### src/rtl/sef_pkg.sv
// shared constants, payload types and lane control types for the stereo echo comb filter
package sef_pkg;

   localparam int DELAY_DEPTH    = 65536;
   localparam int GAIN_FRAC_BITS = 12;

   localparam int SAMPLE_W  = 16;
   localparam int CSR_W     = 16;
   localparam int CSR_IDX_W = 2;

   localparam int ADDR_W = $clog2(DELAY_DEPTH);
   // wide enough for the delay register and for the memory depth itself
   localparam int DLY_W  = ((ADDR_W + 1) > CSR_W) ? (ADDR_W + 1) : CSR_W;
   localparam int PROD_W = SAMPLE_W + CSR_W + 1;
   localparam int SUM_W  = PROD_W + 1;

   typedef logic [CSR_IDX_W-1:0] csr_index_type;

   localparam csr_index_type REG_DELAY_SAMPLES = csr_index_type'(0);
   localparam csr_index_type REG_ECHO_GAIN     = csr_index_type'(1);

   localparam logic [CSR_W-1:0] DELAY_RESET = CSR_W'(22050);
   localparam logic [CSR_W-1:0] GAIN_RESET  = CSR_W'(2048);

   typedef struct packed {
      logic signed [SAMPLE_W-1:0] left_in;
      logic signed [SAMPLE_W-1:0] right_in;
      logic                       drain;
   } req_payload_type;

   typedef struct packed {
      logic signed [SAMPLE_W-1:0] left_out;
      logic signed [SAMPLE_W-1:0] right_out;
      logic                       clipped;
   } rsp_payload_type;

   typedef struct packed {
      logic              accept;
      logic              advance;
      logic              echo_ok;
      logic [ADDR_W-1:0] wr_addr;
      logic [ADDR_W-1:0] rd_addr;
   } lane_ctrl_type;

   typedef struct packed {
      logic signed [SAMPLE_W-1:0] sample;
      logic                       clip;
   } lane_result_type;

endpackage

### src/rtl/sef_merge.sv
// merge stage: joins the two lane results into the registered result beat
module sef_merge import sef_pkg::*; (
   input  logic            clock,
   input  logic            reset,
   input  logic            advance,
   input  logic            lane_valid,
   input  lane_result_type left_result,
   input  lane_result_type right_result,
   output logic            rsp_valid,
   output rsp_payload_type rsp_data
);

   logic            rsp_valid_ff;
   logic            rsp_valid_in;
   rsp_payload_type rsp_data_ff;
   rsp_payload_type rsp_data_in;

   assign rsp_valid_in = advance ? lane_valid : rsp_valid_ff;

   always_comb begin
      rsp_data_in.left_out  = left_result.sample;
      rsp_data_in.right_out = right_result.sample;
      rsp_data_in.clipped   = left_result.clip | right_result.clip;
   end

   always_ff @(posedge clock) begin
      if (reset) begin
         rsp_valid_ff <= 1'b0;
      end else begin
         rsp_valid_ff <= rsp_valid_in;
      end
   end

   always_ff @(posedge clock) begin
      if (advance) begin
         rsp_data_ff <= rsp_data_in;
      end
   end

   assign rsp_valid = rsp_valid_ff;
   assign rsp_data  = rsp_data_ff;

endmodule

### config.mk
export PLATFORM = sky130hd
export DESIGN_NAME = sef_merge
export DESIGN_NICKNAME = d
export VERILOG_FILES = /design/src/rtl/sef_pkg.sv /design/src/rtl/sef_merge.sv
export SDC_FILE = /design/constraint.sdc
export NUM_CORES = 1
export LEC_CHECK = 0
export BUFFER_PORTS_ARGS = -buffer_cell sky130_fd_sc_hd__buf_2
export CORE_AREA = 2 2 58 60
export DETAILED_ROUTE_END_ITERATION = 8
export DIE_AREA = 0 0 60 62
export PLACE_DENSITY_LB_ADDON = 0.05
export SLEW_MARGIN = 20
export SYNTH_ARGS = -nofsm -noshare
export SYNTH_HDL_FRONTEND = slang
export SYNTH_SLANG_ARGS = --single-unit
### constraint.sdc
create_clock -name clock -period 0.8 [get_ports clock]
set_clock_uncertainty 0.15 [all_clocks]
set_input_delay 0.12 -clock clock [delete_from_list [all_inputs] [get_ports clock]]
set_output_delay 0.12 -clock clock [all_outputs]
set_load 0.05 [all_outputs]
After elaboration in Yosys (flattened, before gate mapping)
Cells that the tools add are included.
{"block": "classes", "bitwise_logic": 1}
{"op": "1-bit bitwise OR", "count": 1}
{"block": "word_totals", "inputBits": 38, "wordCells": 5, "regBits": 34, "out_inout_bits": 34}

Depth between registers and ports, before layout
Gate-level depths: netlist of the first run.
{"block": "depth", "depth_word": 1, "depth_mapped": 2, "ltp_nobuf": 2}

Least setup slack after synthesis of the first run
Ideal clock, no wire load.
{"block": "synth_path", "path_kind": "register to register", "start": "reg rsp_valid (netlist name)", "end": "reg rsp_valid_ff (netlist: rsp_valid)", "path_buffers": 0, "setup_slack_ps": -232, "arrival_ps": 817, "period_less_slack_ps": 1032, "stages_incl_launch_ff": 3, "cell_sequence": "dfxtp_1 > mux2i_1 > nor2_1"}
{"item": "to (signal assigned)", "line_no": "sef_merge.sv:30", "text": "rsp_valid_ff <= rsp_valid_in;"}
{"item": "to (decl)", "line_no": "sef_merge.sv:13", "text": "logic rsp_valid_ff;"}

Final worst setup path of the first run
{"block": "layout_path", "start": "reg rsp_data_ff (netlist bit rsp_data[29])", "end": "out rsp_data[29] (netlist bit)"}
{"item": "from (decl)", "line_no": "sef_merge.sv:15", "text": "rsp_payload_type rsp_data_ff;"}
{"item": "from (signal assigned)", "line_no": "sef_merge.sv:36", "text": "rsp_data_ff <= rsp_data_in;"}
{"item": "to (decl)", "line_no": "sef_merge.sv:10", "text": "output rsp_payload_type rsp_data"}
No word-level cell between the ends.

==> results.json, run 1 <==
{
  "run_status": "complete, but fails checks",
  "violations": "hold timing, setup timing",
  "relSlewSlack_pct": 91.4,
  "crit_fanout": 1,
  "clockBufferDepth": 2,
  "rr_endpoint": "rsp_valid$_SDFFE_PP0P_",
  "p_leak_nw": 0.797,
  "synth_edf_count": 33,
  "cp.arrival_ps": 900,
  "antenna_found_initial": 0,
  "finalMaxSlewViolations": 0,
  "worst_slack_ps": -365,
  "synthFlopType": "edfxtp_1",
  "critPathKind": "flip-flop to primary output",
  "start_kind": "flip-flop",
  "synth_area_um2": 1030,
  "grt_overflow": 0,
  "fin_tns_setup_ps": -12140,
  "core-area_um2": 3180,
  "synth-async-reset-ratio_pct": 0,
  "r2r_slack_ps": 40,
  "postRouteAntennaNets": 0,
  "worst_path_dominant_cell_family": "flip-flops",
  "synth_nets": 75,
  "fin_crit_sh_pct": 146,
  "yosysUniqueCellTypes": 5,
  "cap_violations": 0,
  "drt-vias-per-instance": 3.99,
  "htree_levels": 2,
  "hold_depth": 1,
  "setup_viol": 46,
  "final_cells": 177,
  "drt_iter0_drc": 7,
  "required_ps": 530,
  "synth_area_leaders": "edfxtp_1 96%, dfxtp_1 1.9%, mux2i_1 0.97%, or2_1 0.61%, nor2_1 0.36%",
  "path_clk_slew_ps": 90,
  "hold_viol": 22,
  "synth_commonest_cells": "33 x edfxtp_1, 1 x dfxtp_1, 1 x mux2i_1, 1 x nor2_1, 1 x or2_1",
  "num_vias": 707,
  "synth.most_common_cell": "edfxtp_1",
  "fp.dieArea_um2": 3720,
  "initial_core_util_pct": 32.4,
  "worst_slew_pin_slew_ps": 125,
  "ys_warn_count": 0,
  "cts_sinks": 34,
  "placed_cells": 156,
  "cp-end-kind": "primary output",
  "critical_path_depth": 1,
  "gp_congestion": 0.635,
  "synth-seq-cells": 34,
  "crit_buf_inv": 1,
  "rsz0062_at_grt": "true",
  "min_from": "left_result[14]",
  "dieWidth_um": 60,
  "nets": 168,
  "fmax_ghz": 0.858,
  "post-cts-setup-buffers": 0,
  "grt_usage_pct": 11.0,
  "insertion_delay_ps": 310,
  "drc": 0,
  "wl_um": 2090,
  "power_mw": 3.98,
  "ys_seq_area_share_pct": 98.1,
  "wire_per_inst_um": 11.8,
  "grt_max_degree": 19,
  "crit_chain": "buf_6",
  "slowest_delay_ps": 410,
  "placementRows": 21,
  "n_antenna_cell": 0,
  "synth.avg_cell_area_um2": 27.9,
  "hold_slack_ps": -182,
  "powerDensity_nw_per_um2": 2120,
  "holdPathEnd": "rsp_data[30]$_DFFE_PP_",
  "ir_worst_vdd_mv": 1.10,
  "grt_pass1_wl_um": 2770,
  "design_area_um2": 1880,
  "drive_gt1_share_pct": 61.1,
  "synth_top_cell_area_share_pct": 96.1,
  "tritoncts": "yes",
  "cts_buffers": 5,
  "first_global_vias": 641,
  "syn_to_final_growth_pct": 82.5,
  "dieHeight_um": 62,
  "io_buffers": 71,
  "post_dp_cell_area_um2": 1490,
  "min_period_ps": 1170,
  "reg2reg_depth": 2,
  "syn_inst": 37,
  "hold_class": "input pin to flip-flop",
  "rr_startpoint": "rsp_valid$_SDFFE_PP0P_",
  "synth_top_area_cell": "edfxtp_1",
  "ios": 72,
  "root_buffer": "clkbuf_4",
  "firstDrtPassIters": 4,
  "cp_slowest_cell": "edfxtp_1"
}
[per-layer routing]
metal	vias to the layer above	part of all wire, %	track usage [%]
met5	-	0	0
met4	0	0	3.81
met3	0	8.2	6.00
met2	44	57	18.8
met1	330	34	11.5
li1	333	-	-
[how the worst max path moves through the flow]
stage / endpoint / slack, ps / from
floorplan: rsp_data[0] / -70 / rsp_data[0]$_DFFE_PP_
global placement: rsp_data[2]$_DFFE_PP_ / -90 / advance
detailed placement: rsp_data[16]$_DFFE_PP_ / -100 / advance
CTS: rsp_data[26] / -400 / rsp_data[26]$_DFFE_PP_
global route: rsp_data[29] / -440 / rsp_data[29]$_DFFE_PP_
finish: rsp_data[29] / -370 / rsp_data[29]$_DFFE_PP_
[kinds of logic after synthesis]
logic type | Yosys count | synth area share (%)
flip-flops | 34 | 98.1
AND/OR/NAND/NOR | 2 | 0.971
multiplexers | 1 | 0.971
[layout by cell type, fill, tap and decap left out]
| cell | n |
|---|---|
| buf_2 | 37 |
| buf_12 | 2 |
| dlygate4sd3_1 | 13 |
| buf_8 | 1 |
| edfxtp_1 | 33 |
| dfxtp_2 | 1 |
| or2_1 | 1 |
| clkinv_1 | 1 |
| clkbuf_4 | 5 |
| nor2_1 | 1 |
| clkinv_2 | 1 |
| buf_6 | 33 |
| mux2i_1 | 1 |
| clkbuf_1 | 1 |
[worst register-to-register path, delay by kind of cell, from the launching register on]
family / cells / cell delay, ps
multiplexers: 1 / 130
flip-flops: 1 / 340
AND/OR/NAND/NOR: 1 / 50
[where the power goes]
part | switching, mW | total, mW | internal (mW)
registers | 0.0626 | 2.17 | 2.11
clock network | 0.508 | 0.837 | 0.330
logic | 0.596 | 0.974 | 0.378
total | 1.17 | 3.98 | 2.82
[sequential cells by signal (all words and copies together) (netlist names)]
register	flops
rsp_data	33
rsp_valid	1
[through the flow]
step | setup slack (ps) | utilization [%] | hold slack (ps)
2_1_floorplan | -70.6 | - | 35.0
3_3_place_gp | -94.9 | 46.7 | 120
3_5_place_dp | -101 | 46.7 | 127
4_1_cts | -398 | 55.4 | -201
5_1_grt | -437 | 59.2 | -212
6_report | -365 | 59.2 | -182
[layout make-up]
cell class                 count  area, um2
timing repair buffer          86        742
fill                         253       1300
clock buffer                   6       41.3
multi-input combinational      3       20.0
sequential                    34       1010
clock inverter                 2       8.76
tap                           46       57.6
[repair_timing]
action | 4_1_cts | 5_1_grt
hold buffers | 1 | 12
gates cloned | 0 | 0
resized for setup | 69 | 0
setup endpoints to repair | 34 | 35
endpoints found under the hold margin | 34 | 34
(Power assumes the default switching activity.)
==> run 2, diff against run 1 <==
==> constraint.sdc (replaced) <==
create_clock -name clock -period 0.8 [get_ports clock]
set_clock_uncertainty 0.15 [all_clocks]
set_input_delay 0.08 -clock clock [delete_from_list [all_inputs] [get_ports clock]]
set_output_delay 0.08 -clock clock [all_outputs]
set_load 0.05 [all_outputs]
==> run 2 against run 1 <==
  * Count of clock-buffer cells in the layout is the same
  * Final cell count grew 11%
  * Largest cell class unchanged
  * Power grew 2.5%
  * The flow still finishes with violations (hold timing, setup timing)
  * Worst setup slack gained 31 ps
  * Die area is the same
  * Final area grew 11%
==> results.json, run 2 (synthesized netlist as in run 1, its figures left out) <==
{
  "final_cell_mix": "37 x buf_2, 33 x dlygate4sd3_1, 33 x buf_6, 33 x edfxtp_1, 5 x clkbuf_4",
  "drc": 0,
  "post_dp_cell_area_um2": 1490,
  "placementRows": 21,
  "crit_chain": "buf_6",
  "crit_buf_inv": 1,
  "postRouteAntennaNets": 0,
  "root_buffer": "clkbuf_4",
  "combPwrFrac_pct": 25.7,
  "powerDensity_nw_per_um2": 1960,
  "fp.dieArea_um2": 3720,
  "fmax_ghz": 0.882,
  "drt-vias-per-instance": 4.01,
  "cts_buffers": 5,
  "grt_max_degree": 19,
  "num_vias": 789,
  "gp_congestion": 0.627,
  "start_kind": "flip-flop",
  "drive_gt1_share_pct": 53.0,
  "rr_startpoint": "rsp_valid$_SDFFE_PP0P_",
  "worst_path_dominant_cell_family": "flip-flops",
  "cts_sinks": 34,
  "crit_fanout": 1,
  "fin_crit_sh_pct": 142,
  "cap_violations": 0,
  "grt_usage_pct": 13.6,
  "antenna_found_initial": 0,
  "clockBufferDepth": 2,
  "nets": 188,
  "rsz0062_at_grt": "true",
  "holdBufCountCts": 33,
  "largest_register_ffs": 33,
  "drt_iter0_drc": 32,
  "violations": "hold timing, setup timing",
  "tritoncts": "yes",
  "firstDrtPassIters": 4,
  "worst_slew_pin_slew_ps": 119,
  "pwr-share-seq_pct": 53.1,
  "cp_slowest_cell": "edfxtp_1",
  "syn_to_final_growth_pct": 102,
  "dieHeight_um": 62,
  "required_ps": 570,
  "wire_per_inst_um": 11.9,
  "initial_core_util_pct": 32.4,
  "cp-startpoint": "rsp_data[32]$_DFFE_PP_",
  "p_clk_share_pct": 21.1,
  "slowest_delay_ps": 410,
  "hold_viol": 2,
  "critPathKind": "flip-flop to primary output",
  "ir_worst_vdd_mv": 0.900,
  "min_period_ps": 1130,
  "hold_slack_ps": -156,
  "design_area_um2": 2080,
  "n_antenna_cell": 0,
  "wl_um": 2350,
  "grt_overflow": 0,
  "p_sw_share_pct": 29.5,
  "htree_levels": 2,
  "cp-end-kind": "primary output",
  "cp.arrival_ps": 900,
  "p_sw_mw": 1.21,
  "p_int_mw": 2.88,
  "ios": 72,
  "min_from": "lane_valid",
  "layout_commonest_cell": "buf_2",
  "insertion_delay_ps": 320,
  "relSlewSlack_pct": 91.9,
  "io_buffers": 71,
  "finalMaxSlewViolations": 0,
  "dieWidth_um": 60,
  "grt_pass1_wl_um": 3460,
  "setup_viol": 40,
  "path_clk_slew_ps": 100,
  "run_status": "complete, but fails checks",
  "p_leak_nw": 0.880,
  "first_global_vias": 781,
  "worst_slack_ps": -334,
  "hold_class": "input pin to flip-flop",
  "core-area_um2": 3180
}
run 2: final timing paths:
kind,end,slack [ps],depth (start not counted)
max,rsp_data[32],-330,1
min,rsp_valid$_SDFFE_PP0P_,-160,3
max reg2reg,rsp_valid$_SDFFE_PP0P_,30,2
min reg2reg,rsp_valid$_SDFFE_PP0P_,380,2
run 2: through the flow:
| step | setup TNS [ps] | power (mW) | setup slack [ps] | cells | utilization [%] |
|---|---|---|---|---|---|
| after floorplan | -1020 | 2.68 | -30.6 | 37 | - |
| after CTS | -11400 | 4.13 | -359 | 197 | 65.6 |
| after global placement | -1700 | 2.94 | -57.1 | 156 | 46.8 |
| after global routing | -12400 | 4.27 | -391 | 197 | 65.6 |
| final | -10600 | 4.08 | -334 | 197 | 65.6 |
| after detailed placement | -2070 | 2.94 | -66.4 | 156 | 46.8 |
run 2: final cells by class:
type / instances / area [um2]
Clock buffer: 6 / 41.3
Clock inverter: 2 / 8.76
Fill cell: 219 / 1090
Multi-Input combinational cell: 3 / 20.0
Sequential cell: 34 / 1010
Tap cell: 46 / 57.6
Timing Repair Buffer: 106 / 942
run 2: timing repair:
item,4_1_cts,5_1_grt
endpoints found under the setup margin,34,35
gates resized for setup,69,0
hold endpoints to repair,34,2
setup buffers,0,0
run 2: power groups by stage:
stage / clock, mW / sequential, mW / combinational, mW
after floorplan: 0 / 2.67 / 0.00575
after CTS: 0.905 / 2.17 / 1.05
after global placement: 0 / 2.17 / 0.766
after detailed placement: 0 / 2.18 / 0.766
final: 0.863 / 2.17 / 1.05
after global routing: 0.990 / 2.18 / 1.10
run 2: per-layer routing:
metal	share of wire [%]	vias to the layer above	track usage, %
met4	1.1	0	4.76
met5	0	-	0
li1	-	373	-
met2	59	46	25.8
met1	33	366	13.2
met3	6.7	4	5.59
